`src/sv/cpulg_pkg.sv`:
```
// Package for the CPU limit governor: field widths, reset values of the
// configuration registers, register indexes, FSM state type and serial helpers.
// No dependencies.
`timescale 1ns / 1ps

package cpulg_pkg;

    // Field widths.
    localparam int PROC_W      = 16;
    localparam int OS_W        = 9;
    localparam int RSS_W       = 24;
    localparam int LIM_W       = 16;
    localparam int CORE_W      = 8;
    localparam int VCNT_W      = 8;
    localparam int MEM_W       = 20;

    // Widths of the constant multiples that are compared serially.
    localparam int PROD_W      = CORE_W + OS_W;   // core_count * machine_threshold
    localparam int LIM3_W      = LIM_W + 2;       // limit * 3
    localparam int PROC5_W     = PROC_W + 3;      // process sample * 5
    localparam int OS20_W      = 14;              // machine sample * 20
    localparam int THR19_W     = 14;              // threshold * 19
    localparam int MEM5_W      = MEM_W + 3;       // memory limit * 5

    // Stream and configuration port widths.
    localparam int IN_TDATA_W  = 56;
    localparam int OUT_TDATA_W = 24;
    localparam int CFG_ADDR_W  = 3;
    localparam int CFG_DATA_W  = 20;

    // One serial pass covers the widest operand (the memory sample).
    localparam int PASS_LEN    = 24;
    localparam int CNT_W       = 5;
    localparam logic [CNT_W-1:0] LAST_CNT = CNT_W'(PASS_LEN - 1);

    // Configuration reset values.
    localparam logic [LIM_W-1:0]  RST_BASE_LIMIT = 16'd102;
    localparam logic [OS_W-1:0]   RST_THRESHOLD  = 9'd205;
    localparam logic [LIM_W-1:0]  RST_STEP       = 16'd26;
    localparam logic [CORE_W-1:0] RST_CORES      = 8'd1;
    localparam logic [VCNT_W-1:0] RST_CPU_VIOL   = 8'd5;
    localparam logic [MEM_W-1:0]  RST_MEM_LIMIT  = 20'd2048;
    localparam logic [VCNT_W-1:0] RST_MEM_VIOL   = 8'd5;

    // Configuration register indexes.
    typedef enum logic [CFG_ADDR_W-1:0] {
        CFG_BASE_LIMIT = 3'd0,
        CFG_THRESHOLD  = 3'd1,
        CFG_STEP       = 3'd2,
        CFG_CORES      = 3'd3,
        CFG_CPU_VIOL   = 3'd4,
        CFG_MEM_LIMIT  = 3'd5,
        CFG_MEM_VIOL   = 3'd6,
        CFG_AUTOSCALE  = 3'd7
    } cfg_idx_t;

    // Sequencer states.
    typedef enum logic [1:0] {
        ST_IDLE,
        ST_RUN,
        ST_FIN
    } state_t;

    // Borrow out of one bit of a serial subtraction a - b.
    function automatic logic sub_borrow(input logic a, input logic b, input logic bin);
        return (~a & b) | (~(a ^ b) & bin);
    endfunction

endpackage

```
`src/sv/cpu_limit_governor_unit.sv`:
```
// Sequence: a transfer is loaded into the operand registers, a bit-serial pass runs all
// compares, and a commit writes the result into the output register and m_tvalid.
// A new item is taken only after the previous result is committed; the commit state
// waits while the output register still holds a result that m_tready has not taken.
// The serial pass covers 24 bits, sized by the memory sample width.
// Reset (rst_n, async, active low): configuration and governor state to defaults, limit 102, windows zero.
`timescale 1ns / 1ps

module cpu_limit_governor_unit
    import cpulg_pkg::*;
#(
    parameter int WINDOW = 2
)
(
    input  logic                    clk,
    input  logic                    rst_n,
    // Input stream.
    input  logic                    s_tvalid,
    output logic                    s_tready,
    input  logic [IN_TDATA_W-1:0]   s_tdata,   // proc_cpu_usage[15:0], os_cpu_usage[24:16],
                                               // mem_rss_mb[48:25], zero pad[55:49]
    input  logic                    s_tuser,   // check_limits
    // Result stream.
    output logic                    m_tvalid,
    input  logic                    m_tready,
    output logic [OUT_TDATA_W-1:0]  m_tdata,   // scaled_cpu_limit[15:0], cpu_over[16],
                                               // mem_over[17], hard_mem_over[18],
                                               // restart_request[19], zero pad[23:20]
    // Configuration write port.
    input  logic                    cfg_wen,
    input  logic [CFG_ADDR_W-1:0]   cfg_addr,
    input  logic [CFG_DATA_W-1:0]   cfg_wdata
);

    localparam int IDX_W = (WINDOW > 1) ? $clog2(WINDOW) : 1;
    localparam logic [IDX_W-1:0] LAST_POS = IDX_W'(WINDOW - 1);

    // Configuration registers.
    logic [LIM_W-1:0]  base_reg;
    logic [OS_W-1:0]   thr_reg;
    logic [LIM_W-1:0]  step_reg;
    logic [CORE_W-1:0] cores_reg;
    logic [VCNT_W-1:0] cpu_viol_reg;
    logic [MEM_W-1:0]  mem_lim_reg;
    logic [VCNT_W-1:0] mem_viol_reg;
    logic              auto_reg;

    // Governor state.
    logic [LIM_W-1:0]  lim_reg;
    logic [IDX_W-1:0]  pos_reg;
    logic [VCNT_W-1:0] cpu_cnt_reg;
    logic [VCNT_W-1:0] mem_cnt_reg;

    // Sequencer.
    state_t            state_reg, state_next;
    logic [CNT_W-1:0]  cnt_reg, cnt_next;
    logic              accept;
    logic              commit;
    logic              running;

    // Serial operand shift registers, LSB first.
    logic [LIM_W-1:0]   lim_sh_reg, step_sh_reg, base_sh_reg;
    logic [PROD_W-1:0]  prod_sh_reg;
    logic [PROC_W-1:0]  proc_sh_reg;
    logic [OS_W-1:0]    os_sh_reg, thr_sh_reg;
    logic [RSS_W-1:0]   rss_sh_reg;
    logic [MEM_W-1:0]   mem_sh_reg;
    logic [MEM5_W-1:0]  mem5_sh_reg;
    logic [LIM3_W-1:0]  lim3_sh_reg;
    logic [THR19_W-1:0] thr19_sh_reg;

    // Serial carries and borrows.
    logic b_os_reg, b_d_reg, b_db_reg, c_s_reg, b_sp_reg;
    logic b_pd_reg, b_ps_reg, b_pl_reg, b_pb_reg, b_mr_reg, b_m5r_reg;

    // Captured candidate limits and per-item flags.
    logic [LIM_W-1:0] dcap_reg, scap_reg;
    logic             s_sat_reg;
    logic             check_reg;
    logic             wrap_reg;

    // Output register.
    logic                   m_tvalid_reg;
    logic [OUT_TDATA_W-1:0] m_tdata_reg;

    // Input fields.
    logic [PROC_W-1:0] in_proc;
    logic [OS_W-1:0]   in_os;
    logic [RSS_W-1:0]  in_rss;

    // Current serial bits.
    logic bl, bst, bbs, bpr, bp, bo, bt, br, bm, bm5;
    logic dbit, sbit, c_s_next;

    // Window lanes.
    logic [WINDOW-1:0] lane_ok;
    logic              all_ok;

    // Commit values.
    logic              down, floor_hit, up;
    logic [LIM_W-1:0]  lim_new;
    logic              cpu_cmp;
    logic [VCNT_W-1:0] cpu_cnt_new, mem_cnt_new;
    logic              cpu_over, mem_over, hard_over;

    assign in_proc = s_tdata[15:0];
    assign in_os   = s_tdata[24:16];
    assign in_rss  = s_tdata[48:25];

    assign accept  = s_tvalid && s_tready;
    assign running = (state_reg == ST_RUN);

    // Configuration register writes.
    always_ff @(posedge clk or negedge rst_n)
    begin
        if (!rst_n)
        begin
            base_reg     <= RST_BASE_LIMIT;
            thr_reg      <= RST_THRESHOLD;
            step_reg     <= RST_STEP;
            cores_reg    <= RST_CORES;
            cpu_viol_reg <= RST_CPU_VIOL;
            mem_lim_reg  <= RST_MEM_LIMIT;
            mem_viol_reg <= RST_MEM_VIOL;
            auto_reg     <= 1'b0;
        end
        else if (cfg_wen)
        begin
            unique case (cfg_idx_t'(cfg_addr))
                CFG_BASE_LIMIT: base_reg     <= cfg_wdata[LIM_W-1:0];
                CFG_THRESHOLD:  thr_reg      <= cfg_wdata[OS_W-1:0];
                CFG_STEP:       step_reg     <= cfg_wdata[LIM_W-1:0];
                CFG_CORES:      cores_reg    <= cfg_wdata[CORE_W-1:0];
                CFG_CPU_VIOL:   cpu_viol_reg <= cfg_wdata[VCNT_W-1:0];
                CFG_MEM_LIMIT:  mem_lim_reg  <= cfg_wdata[MEM_W-1:0];
                CFG_MEM_VIOL:   mem_viol_reg <= cfg_wdata[VCNT_W-1:0];
                CFG_AUTOSCALE:  auto_reg     <= cfg_wdata[0];
                default:        ;
            endcase
        end
    end

    // Sequencer state register.
    always_ff @(posedge clk or negedge rst_n)
    begin
        if (!rst_n)
        begin
            state_reg <= ST_IDLE;
            cnt_reg   <= '0;
        end
        else
        begin
            state_reg <= state_next;
            cnt_reg   <= cnt_next;
        end
    end

    // Next state: take an item, run the serial pass, then commit once the
    // output register is free.
    always_comb
    begin
        state_next = state_reg;
        cnt_next   = cnt_reg;
        s_tready   = 1'b0;
        commit     = 1'b0;
        unique case (state_reg)
            ST_IDLE:
            begin
                s_tready = 1'b1;
                if (s_tvalid)
                begin
                    state_next = ST_RUN;
                    cnt_next   = '0;
                end
            end
            ST_RUN:
            begin
                cnt_next = cnt_reg + CNT_W'(1);
                if (cnt_reg == LAST_CNT)
                begin
                    state_next = ST_FIN;
                end
            end
            ST_FIN:
            begin
                if (!m_tvalid_reg || m_tready)
                begin
                    commit     = 1'b1;
                    state_next = ST_IDLE;
                end
            end
            default:
            begin
                state_next = ST_IDLE;
            end
        endcase
    end

    // Window write position advances on every autoscaled transfer.
    always_ff @(posedge clk or negedge rst_n)
    begin
        if (!rst_n)
        begin
            pos_reg <= '0;
        end
        else if (accept && auto_reg)
        begin
            pos_reg <= (pos_reg == LAST_POS) ? '0 : pos_reg + IDX_W'(1);
        end
    end

    // Current serial bits and the running difference and sum of limit and step.
    assign bl   = lim_sh_reg[0];
    assign bst  = step_sh_reg[0];
    assign bbs  = base_sh_reg[0];
    assign bpr  = prod_sh_reg[0];
    assign bp   = proc_sh_reg[0];
    assign bo   = os_sh_reg[0];
    assign bt   = thr_sh_reg[0];
    assign br   = rss_sh_reg[0];
    assign bm   = mem_sh_reg[0];
    assign bm5  = mem5_sh_reg[0];
    assign dbit = bl ^ bst ^ b_d_reg;
    assign sbit = bl ^ bst ^ c_s_reg;
    assign c_s_next = (bl & bst) | ((bl ^ bst) & c_s_reg);

    // Operand load on a transfer, one bit per cycle during the pass.
    always_ff @(posedge clk)
    begin
        if (accept)
        begin
            lim_sh_reg   <= lim_reg;
            step_sh_reg  <= step_reg;
            base_sh_reg  <= base_reg;
            prod_sh_reg  <= PROD_W'(cores_reg) * PROD_W'(thr_reg);
            proc_sh_reg  <= in_proc;
            os_sh_reg    <= in_os;
            thr_sh_reg   <= thr_reg;
            rss_sh_reg   <= in_rss;
            mem_sh_reg   <= mem_lim_reg;
            mem5_sh_reg  <= MEM5_W'({mem_lim_reg, 2'b00}) + MEM5_W'(mem_lim_reg);
            lim3_sh_reg  <= LIM3_W'({lim_reg, 1'b0}) + LIM3_W'(lim_reg);
            thr19_sh_reg <= THR19_W'({thr_reg, 4'b0000}) + THR19_W'({thr_reg, 1'b0})
                            + THR19_W'(thr_reg);
            b_os_reg  <= 1'b0;
            b_d_reg   <= 1'b0;
            b_db_reg  <= 1'b0;
            c_s_reg   <= 1'b0;
            b_sp_reg  <= 1'b0;
            b_pd_reg  <= 1'b0;
            b_ps_reg  <= 1'b0;
            b_pl_reg  <= 1'b0;
            b_pb_reg  <= 1'b0;
            b_mr_reg  <= 1'b0;
            b_m5r_reg <= 1'b0;
            check_reg <= s_tuser;
            wrap_reg  <= auto_reg && (pos_reg == LAST_POS);
        end
        else if (running)
        begin
            lim_sh_reg   <= lim_sh_reg >> 1;
            step_sh_reg  <= step_sh_reg >> 1;
            base_sh_reg  <= base_sh_reg >> 1;
            prod_sh_reg  <= prod_sh_reg >> 1;
            proc_sh_reg  <= proc_sh_reg >> 1;
            os_sh_reg    <= os_sh_reg >> 1;
            thr_sh_reg   <= thr_sh_reg >> 1;
            rss_sh_reg   <= rss_sh_reg >> 1;
            mem_sh_reg   <= mem_sh_reg >> 1;
            mem5_sh_reg  <= mem5_sh_reg >> 1;
            lim3_sh_reg  <= lim3_sh_reg >> 1;
            thr19_sh_reg <= thr19_sh_reg >> 1;
            // Machine usage below threshold.
            b_os_reg  <= sub_borrow(bo, bt, b_os_reg);
            // Limit minus step, and that difference against the base.
            b_d_reg   <= sub_borrow(bl, bst, b_d_reg);
            b_db_reg  <= sub_borrow(dbit, bbs, b_db_reg);
            // Limit plus step, and that sum against cores times threshold.
            c_s_reg   <= c_s_next;
            b_sp_reg  <= sub_borrow(sbit, bpr, b_sp_reg);
            // Process usage above each candidate limit.
            b_pd_reg  <= sub_borrow(dbit, bp, b_pd_reg);
            b_ps_reg  <= sub_borrow(sbit, bp, b_ps_reg);
            b_pl_reg  <= sub_borrow(bl, bp, b_pl_reg);
            b_pb_reg  <= sub_borrow(bbs, bp, b_pb_reg);
            // Memory above the soft and the hard limit.
            b_mr_reg  <= sub_borrow(bm, br, b_mr_reg);
            b_m5r_reg <= sub_borrow(bm5, br, b_m5r_reg);
            // Keep the low bits of the candidate limits and the sum overflow.
            if (cnt_reg < CNT_W'(LIM_W))
            begin
                dcap_reg <= {dbit, dcap_reg[LIM_W-1:1]};
                scap_reg <= {sbit, scap_reg[LIM_W-1:1]};
            end
            if (cnt_reg == CNT_W'(LIM_W))
            begin
                s_sat_reg <= sbit;
            end
        end
    end

    // Window lanes: each entry holds its samples and runs its own two compares.
    genvar gi;
    generate
        for (gi = 0; gi < WINDOW; gi++)
        begin : g_lane
            logic [PROC_W-1:0]  proc_win_reg;
            logic [OS_W-1:0]    os_win_reg;
            logic [PROC5_W-1:0] wp5_sh_reg;
            logic [OS20_W-1:0]  wo20_sh_reg;
            logic               osb_reg;
            logic               pb_reg;
            logic               hit;
            logic [PROC_W-1:0]  eff_proc;
            logic [OS_W-1:0]    eff_os;

            // The current sample replaces this entry when it is the write position.
            assign hit      = auto_reg && (pos_reg == IDX_W'(gi));
            assign eff_proc = hit ? in_proc : proc_win_reg;
            assign eff_os   = hit ? in_os : os_win_reg;

            always_ff @(posedge clk or negedge rst_n)
            begin
                if (!rst_n)
                begin
                    proc_win_reg <= '0;
                    os_win_reg   <= '0;
                end
                else if (accept && hit)
                begin
                    proc_win_reg <= in_proc;
                    os_win_reg   <= in_os;
                end
            end

            // Samples times 5 and 20 against limit times 3 and threshold times 19.
            always_ff @(posedge clk)
            begin
                if (accept)
                begin
                    wp5_sh_reg  <= PROC5_W'({eff_proc, 2'b00}) + PROC5_W'(eff_proc);
                    wo20_sh_reg <= OS20_W'({eff_os, 4'b0000}) + OS20_W'({eff_os, 2'b00});
                    osb_reg     <= 1'b0;
                    pb_reg      <= 1'b0;
                end
                else if (running)
                begin
                    wp5_sh_reg  <= wp5_sh_reg >> 1;
                    wo20_sh_reg <= wo20_sh_reg >> 1;
                    osb_reg     <= sub_borrow(wo20_sh_reg[0], thr19_sh_reg[0], osb_reg);
                    pb_reg      <= sub_borrow(wp5_sh_reg[0], lim3_sh_reg[0], pb_reg);
                end
            end

            assign lane_ok[gi] = osb_reg & ~pb_reg;
        end
    endgenerate

    assign all_ok = &lane_ok;

    // Pick the new limit and the CPU compare that goes with it.
    assign down      = ~b_os_reg;
    assign floor_hit = b_d_reg | b_db_reg;
    assign up        = wrap_reg & b_sp_reg & all_ok;

    always_comb
    begin
        lim_new = lim_reg;
        cpu_cmp = b_pb_reg;
        if (auto_reg)
        begin
            cpu_cmp = b_pl_reg;
            if (down)
            begin
                if (floor_hit)
                begin
                    lim_new = base_reg;
                    cpu_cmp = b_pb_reg;
                end
                else
                begin
                    lim_new = dcap_reg;
                    cpu_cmp = b_pd_reg;
                end
            end
            else if (up)
            begin
                lim_new = s_sat_reg ? '1 : scap_reg;
                cpu_cmp = b_ps_reg;
            end
        end
    end

    // Saturating violation counters and the over flags.
    always_comb
    begin
        cpu_cnt_new = cpu_cnt_reg;
        mem_cnt_new = mem_cnt_reg;
        if (check_reg)
        begin
            if (!cpu_cmp)
                cpu_cnt_new = '0;
            else if (cpu_cnt_reg != '1)
                cpu_cnt_new = cpu_cnt_reg + VCNT_W'(1);
            if (!b_mr_reg)
                mem_cnt_new = '0;
            else if (mem_cnt_reg != '1)
                mem_cnt_new = mem_cnt_reg + VCNT_W'(1);
        end
        cpu_over  = check_reg & cpu_cmp & (cpu_cnt_new > cpu_viol_reg);
        mem_over  = check_reg & b_mr_reg & (mem_cnt_new > mem_viol_reg);
        hard_over = check_reg & b_m5r_reg;
    end

    // Governor state commit.
    always_ff @(posedge clk or negedge rst_n)
    begin
        if (!rst_n)
        begin
            lim_reg     <= RST_BASE_LIMIT;
            cpu_cnt_reg <= '0;
            mem_cnt_reg <= '0;
        end
        else if (commit)
        begin
            lim_reg     <= lim_new;
            cpu_cnt_reg <= cpu_cnt_new;
            mem_cnt_reg <= mem_cnt_new;
        end
    end

    // Output register.
    always_ff @(posedge clk or negedge rst_n)
    begin
        if (!rst_n)
        begin
            m_tvalid_reg <= 1'b0;
        end
        else if (commit)
        begin
            m_tvalid_reg <= 1'b1;
        end
        else if (m_tready)
        begin
            m_tvalid_reg <= 1'b0;
        end
    end

    always_ff @(posedge clk)
    begin
        if (commit)
        begin
            m_tdata_reg <= {4'b0000, cpu_over | mem_over | hard_over, hard_over,
                            mem_over, cpu_over, lim_new};
        end
    end

    assign m_tvalid = m_tvalid_reg;
    assign m_tdata  = m_tdata_reg;

    // The serial pass always ends in the commit state.
    a_pass_end: assert property (@(posedge clk) disable iff (!rst_n)
        (state_reg == ST_RUN && cnt_reg == LAST_CNT) |=> (state_reg == ST_FIN))
        else $error("serial pass did not reach commit");

    // A transfer starts the pass at bit zero.
    a_pass_start: assert property (@(posedge clk) disable iff (!rst_n)
        accept |=> (state_reg == ST_RUN && cnt_reg == '0))
        else $error("pass did not start after a transfer");

    // The limit moves only at a commit.
    a_lim_hold: assert property (@(posedge clk) disable iff (!rst_n)
        !commit |=> $stable(lim_reg))
        else $error("limit changed outside a commit");

    // With autoscale off the limit never moves.
    a_lim_fixed: assert property (@(posedge clk) disable iff (!rst_n)
        (commit && !auto_reg) |=> $stable(lim_reg))
        else $error("limit changed with autoscale off");

    // The restart flag is the OR of the three over flags.
    a_restart: assert property (@(posedge clk) disable iff (!rst_n)
        m_tvalid |-> (m_tdata[19] == (m_tdata[16] | m_tdata[17] | m_tdata[18])))
        else $error("restart flag mismatch");

endmodule
```
`config.mk`:
```
export PLATFORM = sky130hd
export DESIGN_NAME = cpu_limit_governor_unit
export DESIGN_NICKNAME = d
export VERILOG_FILES = /design/src/sv/cpulg_pkg.sv /design/src/sv/cpu_limit_governor_unit.sv
export SDC_FILE = /design/constraint.sdc
export NUM_CORES = 1
export LEC_CHECK = 0
export BUFFER_PORTS_ARGS = -buffer_cell sky130_fd_sc_hd__buf_2
export CORE_ASPECT_RATIO = 0.6
export CORE_MARGIN = 5
export CORE_UTILIZATION = 45
export CTS_CLUSTER_DIAMETER = 60
export DETAILED_ROUTE_END_ITERATION = 10
export GPL_ROUTABILITY_DRIVEN = 0
export GPL_TIMING_DRIVEN = 0
export PLACE_DENSITY = 0.59
export SYNTH_ARGS = -nofsm -noshare
export SYNTH_HDL_FRONTEND = slang
export SYNTH_SLANG_ARGS = --single-unit
```
`constraint.sdc`:
```
create_clock -name clk -period 24.3 [get_ports clk]
set_input_delay 1.215 -clock clk [delete_from_list [all_inputs] [get_ports clk]]
set_output_delay 1.215 -clock clk [all_outputs]
set_load 0.01 [all_outputs]
```
======== Word-level counts from Yosys, hierarchy flattened ========
Cells that the tools add are included.
storage, ports and cells
  output and inout bits ................... 26
  bits in registers ....................... 511
  bits of input ports ..................... 85
  word-level logic and storage cells ...... 279
cells by class
  $mul .................................... 1
  muxes and demuxes ....................... 63
  add/sub/neg operators ................... 12
  order comparisons ....................... 3
  equal/unequal tests ..................... 16
  bitwise operators ....................... 102
  reductions and logical operators ........ 26
operators with widths
  operator                                      number
  2-to-1 mux 16 bit                             15
  2-to-1 mux 14 bit                             6
  2-to-1 mux 19 bit                             4
  2-to-1 mux 9 bit                              6
  2-to-1 mux 24 bit                             2
  2-to-1 mux 8 bit                              6
  2-to-1 mux 23 bit                             2
  2-to-1 mux 20 bit                             2
  bitwise AND 1 bit                             39
  adder 18 x 16 -> 19 bit                       2
  2-to-1 mux 18 bit                             2
  2-to-1 mux 17 bit                             2
  NOT 1 bit                                     29
  adder 13 x 11 -> 14 bit                       2
  adder 22 x 20 -> 23 bit                       1
  AND reduction 2 bit                           10
  adder 17 x 16 -> 18 bit                       1
  bitwise OR 1 bit                              18
  multiplier 8 x 9 -> 17 bit                    1
  adder 8 x 1 -> 8 bit (second input constant)  2
  > comparator 8 bit                            2
  != test 8 bit (second input constant)         2
  XOR 1 bit                                     16
  adder 13 x 10 -> 14 bit                       1
  other kinds (24)                              50

======== Longest topological paths before layout ========
  word-level depth ........................ 13
  gate-level depth with buffers ........... 17
  mapped depth without buffers ............ 16

======== Worst setup path before layout ========
No wires, ideal clock.
  kind .................................... input -> register
  from .................................... in s_tvalid
  to ...................................... reg cnt_reg[2]
  path slack .............................. 16032 ps
  buffers on the path ..................... 2
  required time ........................... 24168 ps
  stages .................................. 7
  setup time .............................. 132 ps
  arrival ................................. 8136 ps
  cell sequence ........................... nand2_1 > clkbuf_1 > clkbuf_1 > nand2_1 > o21ai_0 > nand2_1 > o21ai_0
on the way
  word-level cells in the longest chain between the ends .. 2
RTL lines
  element                               line                            text
  from (decl)                           cpu_limit_governor_unit.sv:18   input logic s_tvalid,
  != test 2 bit (no source line)        -
  AND reduction 2 bit (no source line)  -
  to (signal assigned)                  cpu_limit_governor_unit.sv:154  cnt_reg <= cnt_next;
  to (decl)                             cpu_limit_governor_unit.sv:56   logic [CNT_W-1:0] cnt_reg, cnt_next;
Every way passes these cells.
A chain may end at the register's enable or synchronous reset.

======== Final worst setup path ========
  from .................................... reg thr_reg[3]
  to ...................................... reg prod_sh_reg[14] (data pin)
on the way
  word-level cells in the longest chain between the ends .. 2
RTL lines
  element                     line                            text
  from (decl)                 cpu_limit_governor_unit.sv:40   logic [OS_W-1:0] thr_reg;
  from (signal assigned)      cpu_limit_governor_unit.sv:131  CFG_THRESHOLD: thr_reg <= cfg_wdata[OS_W-1:0];
  multiplier 8 x 9 -> 17 bit  cpu_limit_governor_unit.sv:235  prod_sh_reg <= PROD_W'(cores_reg) * PROD_W'(thr_reg);
  2-to-1 mux 17 bit           cpu_limit_governor_unit.sv:230  if (accept)
  to (signal assigned)        cpu_limit_governor_unit.sv:235
  to (signal assigned)        cpu_limit_governor_unit.sv:264  prod_sh_reg <= prod_sh_reg >> 1;
  to (decl)                   cpu_limit_governor_unit.sv:63   logic [PROD_W-1:0] prod_sh_reg;
Every way passes these cells.

==> results.yml <==
outcome:
  status: "complete, no violations"
clock_network:
  cts.sinks: 511
  htreeDepth: 2
  cts_root_buf: "clkbuf_16"
  post-cts-setup-buffers: 0
  post_cts_resized: 0
  cts_made_buffers: 50
  holdBufCountCts: 0
  clk_latency_ps: 620
  cts_tree: "built"
  cts_buffer_depth: 3
  path_clk_slew_ps: 60
layout:
  syn_to_final_growth_pct: 11.7
  final_util_pct: 51.0
  largest_register_ffs: 38
  drive_above_1_share_pct: 14.1
  nets: 3184
  stdcell_area_um2: 32100
  n_fill_cell: 5656
  final_cells: 3765
setup_path:
  path_cells: "clkbuf_1, and2_1, fa_1, fa_1, fa_1, inv_1, fa_1, inv_1, ha_1, o21ai_0, nor3_1, a221oi_1, o21ai_0, xnor2_1, o21ai_0"
  crit_required_ps: 24630
  critPathMaxFanout: 10
  crit_path_start_kind: "flip-flop"
  crit_slowest_cell: "dfstp_2"
  cp_data_arrival_time_ps: 5820
  path_common_cell: "fa_1"
  end_kind: "flip-flop"
  critPathKind: "reg -> reg"
  max_stage_delay_ps: 590
placed_design:
  dp_cells: 3670
  portBuffers: 97
  pre_cts_ws_ps: 18840
  dp.final_hpwl_mm: 55.8
  place_area_um2: 30500
synthesis:
  synth_adder_area_share_pct: 10.9
  syn_area_um2: 28700
  synth_edf_count: 319
  synthSimpleGateAreaFrac_pct: 15.1
  ys_types: 84
  synth_xor_area_share_pct: 1.71
  postSynthAreaPerCell_um2: 10.5
  synth_compound_area_share_pct: 10.8
  yosys_most_used_dff: "edfxtp_1"
  synthCells: 2724
  synth_seq_area_share_pct: 49.9
  synth_warnings: 0
  ys_ff_latch: 511
  synth_top_family_by_area: "simple AND/OR/NAND/NOR gates"
  async_reset_ff_share_pct: 34.6
  synthMuxAreaShare_pct: 7.93
grt:
  grt_pass1_wl_mm: 120
  antenna_found_initial: 2
  first_global_vias: 20600
  grt_max_degree: 106
  track_usage_pct: 22.2
  globalRoute.totalOverflow: 0
route:
  ant_nets: 0
  top_layer: "met4"
  drt-vias-per-instance: 5.61
  met2_length_mm: 31.4
  vias: 21100
  wl_per_cell_um: 20.4
  wl_met1_mm: 37.9
  met3_length_mm: 5.87
  dr.pass1.iters: 5
  drt_iter0_drc: 2065
  routed_wl_mm: 76.7
  drcViolationCount: 0
sta:
  clock.fmax_ghz: 0.182
  holdWs_ps: 442
  fin_ws_ps: 18810
  worst_pin_slew_ps: 1210
  finalClockSkew_ps: 28.2
  hold_violations: 0
  fin_crit_ps: 5490
  maxSlewViolCount: 0
  fin_crit_sh_pct: 22.6
  slew_headroom_pct: 19.4
  tns_ps: 0
  setup_viol: 0
  rsz0062_at_grt: "false"
die:
  ios: 111
  initial_utilization_pct: 45.6
  fp.dieW_um: 336
  rows: 71
  die-area_um2: 69200
  coreArea_um2: 63000
  fp.dieH_um: 206
flow_run:
  drv_cap: 0
power:
  p_total_mw: 4.19
  power_density_nw_per_um2: 131
  leakage_nw: 14.2
  vdd_ir_drop_max_uv: 81.9
worst_hold_path:
  holdCritPathClass: "reg -> reg"
[final timing paths]
check,startpoint,endpoint,slack [ps],cells after the start
setup / recovery,thr_reg[3],prod_sh_reg[14],18810,15
hold / removal,scap_reg[1],scap_reg[0],440,0
setup reg to reg,thr_reg[3],prod_sh_reg[14],18810,15
hold reg to reg,scap_reg[1],scap_reg[0],440,0
max in group asynchronous,rst_n,cpu_viol_reg[6],22660,2
min in group asynchronous,rst_n,mem_lim_reg[18],560,1
[metal layers]
layer,track usage (%),vias to the layer above
met5,0,-
met4,5.19,0
met3,4.59,107
met2,31.9,709
met1,34.3,10300
li1,-,9955
[synthesized netlist by cell type, drive strengths merged (39+ instances only)]
| cell | number | area, um2 |
|---|---|---|
| nor2 | 68 | 258 |
| nand3 | 52 | 260 |
| inv | 153 | 574 |
| nand2 | 598 | 2240 |
| clkbuf | 90 | 338 |
| nor3 | 39 | 200 |
| ha | 160 | 2000 |
| and2 | 71 | 444 |
| edfxtp | 319 | 9580 |
| fa | 56 | 1120 |
| dfrtp | 155 | 3880 |
| o21ai | 171 | 856 |
| mux2 | 186 | 2100 |
| a21oi | 128 | 641 |
[layout by cell type, fill, tap and decap left out, types with 17 or more instances in the layout]
| cell | count |
|---|---|
| nand4_1 | 17 |
| a211oi_1 | 21 |
| dfrtp_1 | 155 |
| o21a_1 | 24 |
| a21oi_1 | 128 |
| nand2_1 | 597 |
| o22a_1 | 17 |
| a21o_1 | 27 |
| clkbuf_1 | 103 |
| and3_1 | 24 |
| clkbuf_16 | 50 |
| mux2_2 | 175 |
| nor2_1 | 66 |
| inv_1 | 151 |
| nand2b_1 | 18 |
| dfstp_2 | 22 |
| mux2i_1 | 18 |
| fa_1 | 56 |
| o21ai_0 | 156 |
| ha_1 | 160 |
| xor2_1 | 27 |
| xnor2_1 | 29 |
| nand3_1 | 52 |
| o31ai_1 | 24 |
| nor3_1 | 38 |
| edfxtp_1 | 319 |
| buf_2 | 108 |
| and2_1 | 71 |
[where the power goes]
group	leakage, nW	internal [mW]	switching (mW)
sequential	5.71	1.40	0.155
combinational	7.71	0.736	1.11
clock	0.799	0.438	0.352
[critical path, delay by kind of cell (launching register included)]
| family | cells | cell delay, ps |
|---|---|---|
| AND/OR/NAND/NOR | 2 | 320 |
| XOR/XNOR | 1 | 180 |
| buffers and inverters | 3 | 610 |
| AO/OA/AOI/OAI | 4 | 1100 |
| adder cells (fa/ha/maj) | 5 | 2400 |
| flip-flops | 1 | 590 |
[cell type report]
cell class / instances / area [um2] / share of cell area (%)
clock inverters: 26 / 269 / 0.838
inverters: 153 / 574 / 1.79
plain buffers: 119 / 488 / 1.52
flip-flops and latches: 511 / 14300 / 44.7
multi-input cells: 1944 / 13400 / 41.6
diodes: 2 / 5.00 / 0.0156
repair buffers: 104 / 658 / 2.05
clock buffers: 67 / 1360 / 4.22
well taps: 839 / 1050 / 3.27
[logic make-up after synthesis]
logic type,after synthesis
mux,204
simple gates,962
fa+ha+maj,216
flops,511
other cells,1
buf+inv,272
compound gates,502
xor+xnor,56
(Power assumes the default switching activity.)
